$ cat config.mk
export PLATFORM = sky130hd
export DESIGN_NAME = topic_string_validator_flat
export DESIGN_NICKNAME = d
export VERILOG_FILES = /design/src/design/tsv_pkg.sv /design/src/design/tsv_ifs.sv /design/src/design/tsv_checker.sv /design/src/design/tsv_out_reg.sv /design/src/design/topic_string_validator.sv /design/src/flat_wrapper.sv
export SDC_FILE = /design/constraint.sdc
export NUM_CORES = 1
export LEC_CHECK = 0
export BUFFER_PORTS_ARGS = -buffer_cell sky130_fd_sc_hd__buf_2
export CORE_MARGIN = 4
export CORE_UTILIZATION = 58
export CTS_BUF_LIST = sky130_fd_sc_hd__clkbuf_8
export CTS_CLUSTER_DIAMETER = 30
export DETAILED_ROUTE_END_ITERATION = 16
export HOLD_SLACK_MARGIN = 0.08
export PLACE_DENSITY = 0.79
export SLEW_MARGIN = 15
export SYNTH_ARGS = -nofsm -noshare
export SYNTH_HDL_FRONTEND = slang
export SYNTH_SLANG_ARGS = --single-unit
$ cat constraint.sdc
create_clock -name clk -period 4.1 [get_ports clk]
set_input_delay 0.82 -clock clk [delete_from_list [all_inputs] [get_ports clk]]
set_output_delay 0.82 -clock clk [all_outputs]
set_load 0.02 [all_outputs]
$ cat src/design/tsv_pkg.sv
// Package for the topic string validator: item type, character codes and
// the reserved prefix table. No dependencies.
package tsv_pkg;

  localparam int unsigned PrefixLen = 7;
  localparam int unsigned PrefixW   = 3;

  localparam logic [7:0] ChSlash = 8'h2F;
  localparam logic [7:0] ChHash  = 8'h23;
  localparam logic [7:0] ChPlus  = 8'h2B;
  localparam logic [7:0] PrintLo = 8'h20;
  localparam logic [7:0] PrintHi = 8'h7E;

  typedef struct packed {
    logic [7:0] ch;
    logic       last;
    logic       sub_pattern;
    logic       empty_topic;
  } item_t;

  typedef struct packed {
    logic fire;
    logic verdict;
  } res_t;

  function automatic logic [7:0] prefix_char(input logic [PrefixW-1:0] idx);
    logic [7:0] c;
    unique case (idx)
      3'd0:    c = 8'h65;
      3'd1:    c = 8'h73;
      3'd2:    c = 8'h70;
      3'd3:    c = 8'h6E;
      3'd4:    c = 8'h6F;
      3'd5:    c = 8'h77;
      3'd6:    c = 8'h2F;
      default: c = 8'h00;
    endcase
    return c;
  endfunction

endpackage

$ cat src/design/tsv_ifs.sv
// Handshake interfaces for the topic string validator channels.
// Depends on nothing.
interface tsv_in_if;
  logic       valid;
  logic       ready;
  logic [7:0] ch;
  logic       last;
  logic       sub_pattern;
  logic       empty_topic;

  modport source (output valid, ch, last, sub_pattern, empty_topic, input ready);
  modport sink   (input valid, ch, last, sub_pattern, empty_topic, output ready);
endinterface

interface tsv_out_if;
  logic valid;
  logic ready;
  logic valid_res;

  modport source (output valid, valid_res, input ready);
  modport sink   (input valid, valid_res, output ready);
endinterface

$ cat src/design/tsv_checker.sv
// Per-topic rule state and checks; one character item per step.
// Depends on tsv_pkg.
module tsv_checker #(
  parameter int unsigned MAX_TOPIC_LEN = 64
) (
  input  logic           clk,
  input  logic           rst,
  input  logic           step,
  input  tsv_pkg::item_t item,
  output tsv_pkg::res_t  res
);

  localparam int unsigned CntW = $clog2(MAX_TOPIC_LEN + 2);
  localparam logic [CntW-1:0] MaxLen = CntW'(MAX_TOPIC_LEN);
  localparam logic [tsv_pkg::PrefixW-1:0] PrefixEnd =
    tsv_pkg::PrefixLen[tsv_pkg::PrefixW-1:0];

  logic [CntW-1:0]             char_count, char_count_next;
  logic [tsv_pkg::PrefixW-1:0] prefix_matched, prefix_matched_next;
  logic prefix_broken, prefix_broken_next;
  logic prev_slash, prev_slash_next;
  logic prev_plus, prev_plus_next;
  logic failed, failed_next;
  logic pattern_mode, pattern_mode_next;

  logic first, pat, fail, is_slash, is_plus, clear;

  always_comb begin
    first = (char_count == '0);
    pat   = first ? item.sub_pattern : pattern_mode;
    is_slash = (item.ch == tsv_pkg::ChSlash);
    is_plus  = (item.ch == tsv_pkg::ChPlus);
    fail  = failed;

    char_count_next = (char_count <= MaxLen) ? char_count + 1'b1 : char_count;
    if (char_count_next > MaxLen) fail = 1'b1;

    prefix_matched_next = prefix_matched;
    prefix_broken_next  = prefix_broken;
    if (!prefix_broken && prefix_matched < PrefixEnd) begin
      if (item.ch == tsv_pkg::prefix_char(prefix_matched)) begin
        prefix_matched_next = prefix_matched + 1'b1;
        if (prefix_matched_next == PrefixEnd) fail = 1'b1;
      end else begin
        prefix_broken_next = 1'b1;
      end
    end

    if (item.ch < tsv_pkg::PrintLo || item.ch > tsv_pkg::PrintHi) fail = 1'b1;
    if (is_slash && (first || prev_slash || item.last)) fail = 1'b1;
    if (item.ch == tsv_pkg::ChHash) fail = 1'b1;
    if (prev_plus && !is_slash) fail = 1'b1;
    if (is_plus && (!pat || !(first || prev_slash))) fail = 1'b1;

    prev_plus_next    = is_plus && pat;
    prev_slash_next   = is_slash;
    pattern_mode_next = pat;
    failed_next       = fail;

    clear       = item.empty_topic || item.last;
    res.fire    = step && clear;
    res.verdict = !item.empty_topic && !fail;
  end

  always_ff @(posedge clk) begin
    if (rst || (step && clear)) begin
      char_count     <= '0;
      prefix_matched <= '0;
      prefix_broken  <= 1'b0;
      prev_slash     <= 1'b0;
      prev_plus      <= 1'b0;
      failed         <= 1'b0;
      pattern_mode   <= 1'b0;
    end else if (step) begin
      char_count     <= char_count_next;
      prefix_matched <= prefix_matched_next;
      prefix_broken  <= prefix_broken_next;
      prev_slash     <= prev_slash_next;
      prev_plus      <= prev_plus_next;
      failed         <= failed_next;
      pattern_mode   <= pattern_mode_next;
    end
  end

  a_clear_after_end: assert property (@(posedge clk) disable iff (rst)
    step && clear |=> char_count == '0 && !failed && !prefix_broken)
    else $error("state not cleared after topic end");

  a_count_bound: assert property (@(posedge clk) disable iff (rst)
    char_count <= MaxLen + 1'b1)
    else $error("character count past saturation");

  a_prefix_fails: assert property (@(posedge clk) disable iff (rst)
    prefix_matched == PrefixEnd |-> failed)
    else $error("reserved prefix not flagged");

  a_pass_in_bounds: assert property (@(posedge clk) disable iff (rst)
    res.fire && res.verdict |-> char_count < MaxLen && !failed)
    else $error("pass verdict on overlong or failed topic");

endmodule

$ cat src/design/tsv_out_reg.sv
// Result register driving the verdict channel.
// Depends on tsv_pkg and tsv_ifs.
module tsv_out_reg (
  input  logic          clk,
  input  logic          rst,
  input  tsv_pkg::res_t res,
  output logic          free,
  tsv_out_if.source     verdict
);

  logic out_vld;
  logic out_res;

  assign free            = !out_vld || verdict.ready;
  assign verdict.valid     = out_vld;
  assign verdict.valid_res = out_res;

  always_ff @(posedge clk) begin
    if (rst) begin
      out_vld <= 1'b0;
    end else if (free) begin
      out_vld <= res.fire;
    end
  end

  always_ff @(posedge clk) begin
    if (free && res.fire) begin
      out_res <= res.verdict;
    end
  end

endmodule

$ cat src/design/topic_string_validator.sv
// Topic string validator top level: input register, rule checker, result register.
// Depends on tsv_pkg, tsv_ifs, tsv_checker and tsv_out_reg.
//
//   port     | dir | payload                                 | one item is
//   ---------+-----+-----------------------------------------+---------------------
//   topic    | in  | ch[7:0], last, sub_pattern, empty_topic | one topic character
//   verdict  | out | valid_res                               | one verdict per topic
//
// One character per cycle, save where a stalled verdict holds back a topic end.
// The last character lands in the input register, the checker judges it and the
// verdict is loaded into the result register as soon as that register is free.
// Reset (rst, synchronous) clears the topic state and both registers. Only an item
// that ends a topic needs the result register; a stalled verdict holds back just
// such an item (and input behind it), while middle characters keep flowing.
module topic_string_validator #(
  parameter int unsigned MAX_TOPIC_LEN = 64
) (
  input logic       clk,
  input logic       rst,
  tsv_in_if.sink    topic,
  tsv_out_if.source verdict
);

  logic           in_vld;
  tsv_pkg::item_t in_q;
  tsv_pkg::res_t  res;
  logic           free;
  logic           adv;

  assign adv         = in_vld && (!(in_q.last || in_q.empty_topic) || free);
  assign topic.ready = !in_vld || adv;

  always_ff @(posedge clk) begin
    if (rst) begin
      in_vld <= 1'b0;
    end else if (topic.ready) begin
      in_vld <= topic.valid;
    end
  end

  always_ff @(posedge clk) begin
    if (topic.ready && topic.valid) begin
      in_q <= '{ch: topic.ch, last: topic.last, sub_pattern: topic.sub_pattern,
                 empty_topic: topic.empty_topic};
    end
  end

  tsv_checker #(
    .MAX_TOPIC_LEN(MAX_TOPIC_LEN)
  ) u_checker (
    .clk  (clk),
    .rst  (rst),
    .step (adv),
    .item (in_q),
    .res  (res)
  );

  tsv_out_reg u_out (
    .clk     (clk),
    .rst     (rst),
    .res     (res),
    .free    (free),
    .verdict (verdict)
  );

endmodule

$ cat src/flat_wrapper.sv
// flat-port wrapper written by rule: the top's interface ports become plain ports
module topic_string_validator_flat 
#(
  parameter int unsigned MAX_TOPIC_LEN = 64
)
  (clk, rst, topic_valid, topic_ch, topic_last, topic_sub_pattern, topic_empty_topic, topic_ready, verdict_valid, verdict_valid_res, verdict_ready);
  tsv_in_if topic_i ();
  tsv_out_if verdict_i ();
  input logic clk;
  input logic rst;
  input wire logic [$bits(topic_i.valid)-1:0] topic_valid;
  input wire logic [$bits(topic_i.ch)-1:0] topic_ch;
  input wire logic [$bits(topic_i.last)-1:0] topic_last;
  input wire logic [$bits(topic_i.sub_pattern)-1:0] topic_sub_pattern;
  input wire logic [$bits(topic_i.empty_topic)-1:0] topic_empty_topic;
  output wire logic [$bits(topic_i.ready)-1:0] topic_ready;
  output wire logic [$bits(verdict_i.valid)-1:0] verdict_valid;
  output wire logic [$bits(verdict_i.valid_res)-1:0] verdict_valid_res;
  input wire logic [$bits(verdict_i.ready)-1:0] verdict_ready;
  assign topic_i.valid = topic_valid;
  assign topic_i.ch = topic_ch;
  assign topic_i.last = topic_last;
  assign topic_i.sub_pattern = topic_sub_pattern;
  assign topic_i.empty_topic = topic_empty_topic;
  assign topic_ready = topic_i.ready;
  assign verdict_valid = verdict_i.valid;
  assign verdict_valid_res = verdict_i.valid_res;
  assign verdict_i.ready = verdict_ready;
  topic_string_validator #(.MAX_TOPIC_LEN(MAX_TOPIC_LEN)) u_core (.clk(clk), .rst(rst), .topic(topic_i), .verdict(verdict_i));
endmodule
# After elaboration in Yosys (flattened, before gate mapping)
# Cells that the tools add are included.
# totals
inputBits	15
regBits	29
# classes
bitwise_logic	1
n_reduce_logical	32
addsub	2
muxes	13
magnitude_cmp	5
eq_ne	11
# ops
op	n
one-hot mux 7 bit (7 select lines)	1
== test 8 x 6 -> 1 bit (second input constant)	3
== test 3 bit (second input constant)	4
logical AND 1 bit	10
2-to-1 mux 1 bit	10
zero test 1 bit	9
logical OR 1 bit	9
== test 8 bit	1
> comparator 8 x 7 -> 1 bit (second input constant)	1
< comparator 8 x 6 -> 1 bit (second input constant)	1
2-to-1 mux 8 bit	1
adder 7 x 1 -> 7 bit (second input constant)	1
> comparator 7 bit (second input constant)	1
<= comparator 7 bit (second input constant)	1
zero test 7 bit	1
2-to-1 mux 7 bit	1
== test 3 x 2 -> 1 bit (second input constant)	2
AND reduction 3 bit	2
adder 3 x 1 -> 3 bit (second input constant)	1
== test 3 x 1 -> 1 bit (second input constant)	1
zero test 3 bit	1
< comparator 3 bit (second input constant)	1
NOT 1 bit	1

# Depth between registers and ports, before layout
# Gate-level depths: netlist (run 1).
# logic_depth
word_depth	14
ltp_mapped	9
ltp_nobuf	8

# Hierarchy
# Synthesis (run 1) repeated with hierarchy kept, for this count alone.
# unflattened
hier_cells	181
area_unflattened_um2	1695.4
# by_module_without_submodules
module	area_per_inst_um2	cells_per_inst	instances
tsv_checker	1216.2	157	1
topic_string_validator	394.1	18	1
tsv_out_reg	85.1	6	1

# Least setup slack after synthesis (run 1)
# OpenSTA, ideal clock, no wires.
# synth_path
kind	flip-flop to flip-flop
from	register u_core.u_checker.prefix_matched[0] (netlist bit)
to	register u_core.u_out.out_res, in the netlist u_core.u_out.verdict.valid_res (data pin)
slack_ns	2.007
t_arrival_ns	1.837
required_time_ns	3.844
n_path_buf	0
stages_incl_launch_ff	9
setup_time_ns	0.256
cell_sequence	dfxtp_1 inv_1 ha_1 nor2_1 a31oi_1 o41ai_1 o2111a_4 a21oi_2 and4b_1
# synth_lines
element	line	rtl
start, declared	tsv_checker.sv:19	logic [tsv_pkg::PrefixW-1:0] prefix_matched, prefix_matched_next;
start signal, assigned	tsv_checker.sv:76	prefix_matched <= prefix_matched_next;
end signal, assigned	tsv_out_reg.sv:28	out_res <= res.verdict;
end, declared	tsv_out_reg.sv:12	logic out_res;

==> qor.yml, run 1 <==
status: "finished, final reports clean"
worstPathRequired_ns: 4.13
cp-start-kind: "flip-flop"
setup_viol: 0
postRouteAntennaNets: 0
clk_pin_slew_worst_paths_ns: 0.06
dr_wl_met2_mm: 1.56
wl_met3_um: 204
power_density_nw_per_um2: 334
num_io_pins: 18
reg2reg_depth: 8
drv_cap: 0
postSynthNetCount: 197
ff2ff_setup_slack_ns: 1.74
setup_ws_ns: 1.74
gp_congestion: 0.832
post-dp-hpwl_mm: 2.38
initial_core_util: 0.600
vdd_drop_max_mv: 0.308
synth-seq-cells: 29
cp_cell_sequence: "inv_1 -> ha_1 -> nor2_1 -> a31oi_1 -> o41ai_1 -> o2111a_4 -> a21oi_2 -> and4b_1"
drt_iter0_drc: 76
cp.arrival_ns: 2.39
drive_above_1_share: 0.155
syn_area_um2: 1640
finalCritPeriodShare: 0.575
io_buffers: 17
antenna_found_initial: 0
fmax_ghz: 0.424
die_y_um: 61.2
cpPeakStageDelay_ns: 0.50
final_nets: 213
drc_errors: 0
worstSkewPairLatency_ns: 0.28
min_to: "u_core.in_vld$_SDFFE_PP0N_"
grt_pass1_wl_mm: 5.35
p_leak_nw: 0.686
synthFlopType: "dfxtp_1"
cts_hold_buf: 0
rr_startpoint: "u_core.u_checker.prefix_matched[0]$_SDFFE_PP0P_"
r2r-end: "u_core.u_out.verdict.valid_res$_DFFE_PP_"
grt_pass1_vias: 1226
die_w_um: 61.2
overflow: 0
hold_depth: 2
core-area_um2: 2730
place_ws_ns: 1.66
top_layer: "met4"
regArea_um2: 701
slew_headroom: 0.301
holdCritPathClass: "flip-flop to flip-flop"
layout_common_cells: "nor2_1 (24), buf_2 (17), dfxtp_1 (17), a21oi_1 (13), edfxtp_1 (12)"
hold_viol_final: 0
mostFrequentLayoutCell: "nor2_1"
synth.distinct_cells: 50
cts_made_buffers: 5
dieArea_um2: 3740
syn_inst: 176
critPathSlowestCell: "o41ai_1"
wl_met1_mm: 1.49
drt_wl_total_mm: 3.33
root_buffer: "clkbuf_8"
synth_edf_count: 12
drv_slew: 0
seq_area_frac_synth: 0.427
endpoint_kind: "flip-flop"
post_cts_buffers: 0
wl_per_cell_um: 14.9
viasPerCell: 5.94
rsz0062_at_grt: "no"
skew_ns: 0.0117
yosysWarnings: 0
grt.total_usage: 0.197
clock_path_buffers: 2
async_reset_ff_frac: 0
vias: 1331
path_class: "flip-flop to flip-flop"
multi_input_area_um2: 863
syn_area_per_cell_um2: 9.32
min-delay-start: "u_core.in_vld$_SDFFE_PP0N_"
cts_sinks: 29
dr.pass1.iters: 4
cp_max_fo: 8
area_growth_pct: 10.2
antenna_cells: 0
fin_tns_setup_ns: 0
htreeDepth: 2
post_cts_resized: 0
period_needed_ns: 2.36
rows: 19
fillCellCount: 224
tritoncts: "done"
grt_max_degree: 16
max_slew.worst_pin.slew_ns: 1.05
## flip-flops by register name, indices dropped and copies added (netlist names)
name / cells
u_core.u_checker.char_count: 7
u_core.u_checker.prev_plus: 1
u_core.u_out.verdict.valid_res: 1
u_core.u_checker.prefix_broken: 1
u_core.u_checker.pattern_mode: 1
u_core.u_out.verdict.valid: 1
u_core.in_q: 11
u_core.u_checker.failed: 1
u_core.in_vld: 1
u_core.u_checker.prev_slash: 1
u_core.u_checker.prefix_matched: 3
## how the worst max path moves through the flow
| stage | start | end | slack, ns | depth (start not counted) |
|---|---|---|---|---|
| finish | u_core.u_checker.prefix_matched[0]$_SDFFE_PP0P_ | u_core.u_out.verdict.valid_res$_DFFE_PP_ | 1.74 | 8 |
| global route | u_core.u_checker.prefix_matched[0]$_SDFFE_PP0P_ | u_core.u_checker.prefix_matched[2]$_SDFFE_PP0P_ | 1.55 | 8 |
| CTS | u_core.u_checker.prefix_matched[0]$_SDFFE_PP0P_ | u_core.u_out.verdict.valid_res$_DFFE_PP_ | 1.75 | 8 |
| detailed placement | verdict_ready | u_core.u_checker.failed$_SDFFE_PP0P_ | 1.66 | 7 |
| global placement | verdict_ready | u_core.u_checker.failed$_SDFFE_PP0P_ | 1.77 | 7 |
| floorplan | u_core.u_checker.prefix_matched[0]$_SDFFE_PP0P_ | u_core.u_out.verdict.valid_res$_DFFE_PP_ | 2.01 | 8 |
## report_power, final
part / switching (mW) / total (mW) / internal, mW
Sequential: 0.0117 / 0.325 / 0.313
Combinational: 0.0273 / 0.0477 / 0.0204
Clock: 0.0993 / 0.231 / 0.131
## metal layers
layer / up-vias / GRT usage
met4: 0 / 0.102
met3: 11 / 0.0524
met2: 39 / 0.305
met1: 608 / 0.252
met5: - / 0
li1: 673 / -
## metrics by stage
| stage | utilization | hold WS (ns) | cells | cell area (um^2) | power, mW |
|---|---|---|---|---|---|
| floorplan | - | 0.460 | 176 | 1640 | 0.363 |
| global placement | 0.628 | 0.485 | 216 | 1720 | 0.375 |
| detailed placement | 0.628 | 0.495 | 216 | 1720 | 0.377 |
| CTS | 0.661 | 0.505 | 224 | 1810 | 0.607 |
| global route | 0.661 | 0.543 | 224 | 1810 | 0.630 |
| finish | 0.661 | 0.507 | 224 | 1810 | 0.603 |
## synth_stat cells, types with 2 or more instances
master | number | area, um^2
a21oi_1 | 13 | 65.1
nor2_1 | 24 | 90.1
a31oi_1 | 3 | 18.8
inv_1 | 8 | 30.0
xnor2_1 | 4 | 35.0
mux2i_1 | 2 | 20.0
nand2b_1 | 3 | 18.8
xor2_1 | 6 | 52.6
ha_1 | 6 | 75.1
nand2_1 | 9 | 33.8
nor2b_1 | 2 | 12.5
and2_1 | 2 | 12.5
nand3_1 | 8 | 40.0
o211ai_1 | 2 | 15.0
and4b_1 | 2 | 20.0
clkbuf_1 | 5 | 18.8
edfxtp_1 | 12 | 360
nand4_1 | 3 | 18.8
o21a_1 | 2 | 15.0
dfxtp_1 | 17 | 340
buf_6 | 2 | 22.5
a211oi_1 | 4 | 30.0
nor3_1 | 4 | 20.0
o21ai_0 | 7 | 35.0
## worst max-delay path, delay by kind of cell (launching register included)
family | cells | cell delay (ns)
flops | 1 | 0.42
fa+ha+maj | 1 | 0.30
compound gates | 4 | 0.93
simple gates | 2 | 0.35
buf+inv | 1 | 0.11
## logic make-up (layout without fill, tap and decap cells)
kind of cell | Yosys count | count (layout) | synth area share
xor gates and xnor gates | 10 | 10 | 0.0534
DFF | 29 | 29 | 0.427
and+or+nand+nor | 68 | 68 | 0.222
adders and majority gates | 6 | 6 | 0.0458
buffers and inverters | 16 | 33 | 0.0465
AOI/OAI and AO/OA | 45 | 45 | 0.193
muxes | 2 | 2 | 0.0122
## layout make-up
type                       count  share of cell area
clock buffer                   6              0.0457
clock inverter                 2             0.00415
inverter                       8              0.0166
multi-input combinational    131               0.478
sequential                    29               0.388
tap                           31              0.0215
timing repair buffer          17              0.0471
No activity file was read; power rests on OpenSTA's default activity.
==> run 2: changes to the inputs <==
Settings changed: CORE_UTILIZATION 58 to 54, PLACE_DENSITY 0.79 to 0.77.
Clock period 4.1 ns to 1.9 ns, I/O delays scaled along.
==> run 2 against run 1 <==
Net effect: the flow now finishes with violations (setup timing); maximum frequency up 16%; setup slack worse by 1.9 ns; sequential power up 110%; sequential cell count unchanged; highest routed layer unchanged.
==> qor.yml, run 2 (synthesis results as in run 1) <==
cp_max_fo: 3  # was 8
setup_viol: 5  # was 0
period_needed_ns: 2.03  # was 2.36 ns
largest_reg_flops: 11  # unchanged
cts_made_buffers: 5  # unchanged
cp.arrival_ns: 2.07  # was 2.39 ns
status: "finished with violations"  # was finished, final reports clean
critPathSlowestCell: "or4b_4"  # was o41ai_1
clk_pin_slew_worst_paths_ns: 0.07  # was 0.06 ns
ff2ff_setup_slack_ns: -0.13  # was 1.74 ns
p_leak_nw: 0.853  # was 0.686 nW
rr_startpoint: "u_core.in_q[7]$_DFFE_PP_"  # was u_core.u_checker.prefix_matched[0]$_SDFFE_PP0P_
min_to: "u_core.in_q[9]$_DFFE_PP_"  # was u_core.in_vld$_SDFFE_PP0N_
antenna_found_initial: 0  # unchanged
drc_errors: 0  # unchanged
grt_pass1_vias: 1511  # was 1226
hold_depth: 1  # was 2
cp_cell_sequence: "or4b_4 -> buf_4 -> nor3_1 -> o211ai_1 -> and4b_1"  # was inv_1 -> ha_1 -> nor2_1 -> a31oi_1 -> o41ai_1 -> o2111a_4 -> a21oi_2 -> and4b_1
drt_iter0_drc: 78  # was 76
root_buffer: "clkbuf_8"  # unchanged
fin_tns_setup_ns: -0.327  # was 0 ns
failed_checks: "setup timing"
cts_sinks: 29  # unchanged
fillCellCount: 161  # was 224
final_util: 0.792  # was 0.661
drv_slew: 0  # unchanged
setup_ws_ns: -0.130  # was 1.74 ns
drv_cap: 0  # unchanged
grt_pass1_wl_mm: 6.73  # was 5.35 mm
vdd_drop_max_mv: 0.704  # was 0.308 mV
reg2reg_depth: 5  # was 8
holdCritPathClass: "primary input to flip-flop"  # was flip-flop to flip-flop
holdWs_ns: 0.266  # was 0.507 ns
endpoint_kind: "flip-flop"  # unchanged
cp-start-kind: "flip-flop"  # unchanged
min-delay-start: "topic_ch[6]"  # was u_core.in_vld$_SDFFE_PP0N_
htreeDepth: 2  # unchanged
rows: 19  # unchanged
regMostFlops: "u_core.in_q"  # unchanged
slew_headroom: 0.676  # was 0.301
rsz0062_at_grt: "yes"  # was no
clock_path_buffers: 2  # unchanged
place_ws_ns: -0.199  # was 1.66 ns
gp_congestion: 0.848  # was 0.832
max_slew.worst_pin.slew_ns: 0.485  # was 1.05 ns
area_growth_pct: 36.5  # was 10.2%
skew_ns: 0.00838  # was 0.0117 ns
cp_num_buf_inv: 1  # unchanged
drive_above_1_share: 0.428  # was 0.155
post-dp-hpwl_mm: 2.69  # was 2.38 mm
hold_viol_final: 0  # unchanged
num_io_pins: 18  # unchanged
dieArea_um2: 3980  # was 3740 um^2
path_delay_family: "simple AND/OR/NAND/NOR gates"  # was compound AO/OA/AOI/OAI gates
tritoncts: "done"  # unchanged
final_nets: 242  # was 213
path_class: "flip-flop to flip-flop"  # unchanged
power_mw: 1.35  # was 0.603 mW
core-area_um2: 2830  # was 2730 um^2
power_density_nw_per_um2: 601  # was 334 nW/um^2
die_y_um: 63.1  # was 61.2 um
viasPerCell: 6.08  # was 5.94
antenna_cells: 0  # unchanged
overflow: 0  # unchanged
multi_input_area_um2: 1060  # was 863 um^2
worstPathRequired_ns: 1.94  # was 4.13 ns
cpPeakStageDelay_ns: 0.56  # was 0.50 ns
initial_core_util: 0.580  # was 0.600
postRouteAntennaNets: 0  # unchanged
drt_wl_total_mm: 4.18  # was 3.33 mm
worstSkewPairLatency_ns: 0.28  # about the same
dr.pass1.iters: 4  # unchanged
grt.total_usage: 0.211  # was 0.197
die_w_um: 63.1  # was 61.2 um
grt_max_degree: 12  # was 16
vias: 1539  # was 1331
mostFrequentLayoutCell: "buf_4"  # was nor2_1
fmax_ghz: 0.493  # was 0.424 GHz
top_regs: "u_core.in_q (11), u_core.u_checker.char_count (7), u_core.u_checker.prefix_matched (3)"  # unchanged
regArea_um2: 711  # was 701 um^2
finalCritPeriodShare: 1.07  # was 0.575
layout_common_cells: "buf_4 (26), nor2_1 (22), buf_2 (17), dfxtp_1 (13), edfxtp_1 (12)"  # was nor2_1 (24), buf_2 (17), dfxtp_1 (17), a21oi_1 (13), edfxtp_1 (12)
r2r-end: "u_core.u_out.verdict.valid_res$_DFFE_PP_"  # unchanged
wl_per_cell_um: 16.5  # was 14.9 um
io_buffers: 17  # unchanged
run 2: cell types whose count changed in the layout (fill, tap and decap cells not counted), moves of 3 or more:
| cell | delta |
|---|---|
| buf_6 | +3 |
| inv_2 | +3 |
| inv_1 | -7 |
| buf_4 | +26 |
| ha_4 | +5 |
| ha_1 | -5 |
| dfxtp_1 | -4 |
run 2: layer usage:
metal  GRT usage  part of all wire  vias to the layer above
met3      0.0568             0.066                       14
met2       0.375              0.49                       62
met5           0                 0                        -
met4      0.0854             0.027                        0
met1       0.235              0.41                      734
li1            -                 -                      729
run 2: area by class of cell:
type / count / share of cell area
tap: 31 / 0.0173
inverter: 8 / 0.0168
sequential: 29 / 0.317
timing repair buffer: 46 / 0.140
multi-input combinational: 131 / 0.472
clock buffer: 5 / 0.0307
clock inverter: 3 / 0.00559
run 2: report_power, final:
part           internal, mW  switching (mW)
registers             0.673          0.0209
logic                0.0857          0.0887
clock network         0.246           0.232
run 2: worst max path at each step:
stage | depth (start not counted) | endpoint | slack (ns) | startpoint
floorplan | 7 | u_core.u_out.verdict.valid_res$_DFFE_PP_ | -0.07 | u_core.in_q[9]$_DFFE_PP_
global placement | 7 | u_core.u_checker.prefix_matched[2]$_SDFFE_PP0P_ | -0.13 | u_core.u_checker.prefix_matched[0]$_SDFFE_PP0P_
detailed placement | 7 | u_core.u_checker.prefix_matched[2]$_SDFFE_PP0P_ | -0.20 | u_core.u_checker.prefix_matched[0]$_SDFFE_PP0P_
CTS | 6 | u_core.u_out.verdict.valid_res$_DFFE_PP_ | -0.09 | u_core.in_q[7]$_DFFE_PP_
global route | 6 | u_core.u_out.verdict.valid_res$_DFFE_PP_ | -0.20 | u_core.in_q[7]$_DFFE_PP_
finish | 5 | u_core.u_out.verdict.valid_res$_DFFE_PP_ | -0.13 | u_core.in_q[7]$_DFFE_PP_
run 2: timing repair:
item	4_1_cts	5_1_grt
hold buffers	0	0
endpoints found under the setup margin	7	15
buffers inserted	4	2
cloned	0	0
pin swaps	7	14
resized for setup	31	20
run 2: per-stage QoR:
stage	instance area, um^2	cells
after detailed placement	1910	239
final	2240	253
after global placement	1910	239
after CTS	2130	251
after floorplan	1660	176
after global routing	2240	253
==> run 3: changes to the inputs <==
Settings changed: BUFFER_PORTS_ARGS -buffer_cell sky130_fd_sc_hd__buf_2 to default, CORE_UTILIZATION 54 to 58, DONT_BUFFER_PORTS from default to 1, PLACE_DENSITY 0.77 to 0.76.
==> run 3 against run 2 <==
Net effect: the flow still finishes with violations (setup timing); routed wire length decreased by 6.4%; cell count fell by 4.7%; sequential cell count is the same; sequential power barely moved; die area shrank 6.0%; hold slack worse by 0.10 ns; sequential share of layout area up 0.52 points; register-to-register slack got worse by 0.03 ns; count of clock-buffer cells in the layout unchanged; critical path depth grew 3; setup slack lost 0.026 ns; critical path type unchanged; largest cell class unchanged.
==> qor.yml, run 3 (synthesis results as in run 1) <==
setup_ws_ns: -0.156  # was -0.130 ns
grt_pass1_vias: 1458  # was 1511
hold_depth: 1  # unchanged
final_nets: 230  # was 242
cp_num_buf_inv: 1  # unchanged
clk_pin_slew_worst_paths_ns: 0.07  # about the same
combPwrFrac: 0.105  # was 0.130
mostFrequentLayoutCell: "buf_4"  # unchanged
rsz0062_at_grt: "yes"  # unchanged
path_delay_family: "simple AND/OR/NAND/NOR gates"  # unchanged
place_ws_ns: -0.144  # was -0.199 ns
wl_per_cell_um: 16.2  # was 16.5 um
die_y_um: 61.2  # was 63.1 um
grt_pass1_wl_mm: 6.61  # was 6.73 mm
min-delay-start: "rst"  # was topic_ch[6]
p_sw_mw: 0.339  # was 0.342 mW
rr_startpoint: "u_core.u_checker.prefix_matched[0]$_SDFFE_PP0P_"  # was u_core.in_q[7]$_DFFE_PP_
p_int_mw: 1.14  # was 1.00 mW
skew_ns: 0.00699  # was 0.00838 ns
drv_slew: 0  # unchanged
cpPeakStageDelay_ns: 0.38  # was 0.56 ns
drt_iter0_drc: 66  # was 78
drive_above_1_share: 0.367  # was 0.428
dieArea_um2: 3740  # was 3980 um^2
top_regs: "u_core.in_q (11), u_core.u_checker.char_count (7), u_core.u_checker.prefix_matched (3)"  # unchanged
largest_reg_flops: 11  # unchanged
tritoncts: "done"  # unchanged
cp_cell_sequence: "buf_12 -> ha_4 -> or2_1 -> nor4_2 -> o211a_1 -> o2111a_4 -> a21oi_2 -> and4b_1"  # was or4b_4 -> buf_4 -> nor3_1 -> o211ai_1 -> and4b_1
endpoint_kind: "flip-flop"  # unchanged
period_needed_ns: 2.06  # was 2.03 ns
drt_wl_total_mm: 3.91  # was 4.18 mm
max_slew.worst_pin.slew_ns: 0.445  # was 0.485 ns
finalCritPeriodShare: 1.08  # was 1.07
rows: 19  # unchanged
r2r-end: "u_core.u_out.verdict.valid_res$_DFFE_PP_"  # unchanged
cts_sinks: 29  # unchanged
core-area_um2: 2730  # was 2830 um^2
antenna_found_initial: 0  # unchanged
cp.arrival_ns: 2.09  # was 2.07 ns
area_growth_pct: 34.3  # was 36.5%
p_leak_nw: 0.817  # was 0.853 nW
pwr-share-clk: 0.425  # was 0.355
pwr-share-seq: 0.470  # was 0.515
viasPerCell: 6.02  # was 6.08
overflow: 0  # unchanged
vias: 1451  # was 1539
cp_max_fo: 7  # was 3
post-dp-hpwl_mm: 2.73  # was 2.69 mm
hold_viol_final: 0  # unchanged
critPathSlowestCell: "dfxtp_4"  # was or4b_4
cp-start-kind: "flip-flop"  # unchanged
gp_congestion: 0.859  # was 0.848
path_class: "flip-flop to flip-flop"  # unchanged
min_to: "u_core.in_vld$_SDFFE_PP0N_"  # was u_core.in_q[9]$_DFFE_PP_
worstSkewPairLatency_ns: 0.28  # about the same
cts_made_buffers: 5  # unchanged
clock_path_buffers: 2  # unchanged
layout_common_cells: "buf_4 (31), nor2_1 (23), dfxtp_1 (13), a21oi_1 (12), edfxtp_1 (12)"  # was buf_4 (26), nor2_1 (22), buf_2 (17), dfxtp_1 (13), edfxtp_1 (12)
grt.total_usage: 0.244  # was 0.211
num_io_pins: 18  # unchanged
fin_tns_setup_ns: -0.426  # was -0.327 ns
setup_viol: 8  # was 5
crit_start: "u_core.u_checker.prefix_matched[0]$_SDFFE_PP0P_"  # was u_core.in_q[7]$_DFFE_PP_
p_sw_frac: 0.230  # was 0.254
holdWs_ns: 0.166  # was 0.266 ns
worstPathRequired_ns: 1.94  # about the same
design_area_um2: 2200  # was 2240 um^2
io_buffers: 0  # was 17
initial_core_util: 0.600  # was 0.580
grt_max_degree: 12  # unchanged
power_density_nw_per_um2: 671  # was 601 nW/um^2
htreeDepth: 2  # unchanged
power_mw: 1.48  # was 1.35 mW
slew_headroom: 0.703  # was 0.676
ff2ff_setup_slack_ns: -0.16  # was -0.13 ns
place_area_um2: 1890  # was 1910 um^2
die_w_um: 61.2  # was 63.1 um
root_buffer: "clkbuf_8"  # unchanged
failed_checks: "setup timing"  # unchanged
postRouteAntennaNets: 0  # unchanged
reg2reg_depth: 8  # was 5
dr.pass1.iters: 4  # unchanged
vdd_drop_max_mv: 0.845  # was 0.704 mV
cts_hold_buf: 0  # unchanged
drc_errors: 0  # unchanged
drv_cap: 0  # unchanged
holdCritPathClass: "primary input to flip-flop"  # unchanged
regMostFlops: "u_core.in_q"  # unchanged
antenna_cells: 0  # unchanged
fmax_ghz: 0.486  # was 0.493 GHz
status: "finished with violations"  # unchanged
[run 3: timing repair]
action,in CTS,in global routing
pin swaps,7,10
setup endpoints to repair,7,10
setup buffers,2,0
resized for setup,28,10
[run 3: worst register-to-register path, cell delays in order (launching register included)]
cell	delay, ns
dfxtp_4	0.38
buf_12	0.13
ha_4	0.18
or2_1	0.24
nor4_2	0.16
o211a_1	0.24
o2111a_4	0.22
a21oi_2	0.07
and4b_1	0.20
[run 3: worst max path at each step]
stage / cells past startpoint / end
2_1_floorplan: 7 / u_core.u_out.verdict.valid_res$_DFFE_PP_
3_3_place_gp: 8 / u_core.u_checker.failed$_SDFFE_PP0P_
3_5_place_dp: 8 / u_core.u_out.verdict.valid_res$_DFFE_PP_
4_1_cts: 8 / u_core.u_out.verdict.valid_res$_DFFE_PP_
5_1_grt: 10 / u_core.u_out.verdict.valid_res$_DFFE_PP_
6_report: 8 / u_core.u_out.verdict.valid_res$_DFFE_PP_
[run 3: stage by stage]
stage,cells,util
2_1_floorplan,176,-
3_3_place_gp,231,0.693
3_5_place_dp,231,0.693
4_1_cts,241,0.792
5_1_grt,241,0.806
6_report,241,0.806
[run 3: power by group through the flow]
stage	Sequential [mW]	Combinational (mW)	Clock (mW)
global route	0.696	0.171	0.672
global placement	0.706	0.123	0
detailed placement	0.707	0.130	0
finish	0.694	0.155	0.628
CTS	0.693	0.147	0.641
floorplan	0.706	0.0800	0
[run 3: metal layers]
metal / vias up / GRT usage / share of wire
li1: 713 / - / -
met1: 685 / 0.304 / 0.43
met2: 44 / 0.394 / 0.51
met3: 9 / 0.0692 / 0.041
met4: 0 / 0.102 / 0.017
met5: - / 0 / 0
[run 3: final cells by class]
| cell class | count | area (um^2) |
|---|---|---|
| clock buffer | 5 | 68.8 |
| clock inverter | 3 | 46.3 |
| fill | 164 | 531 |
| inverter | 8 | 32.5 |
| multi-input combinational | 131 | 1030 |
| sequential | 29 | 711 |
| tap | 31 | 38.8 |
| timing repair buffer | 34 | 275 |
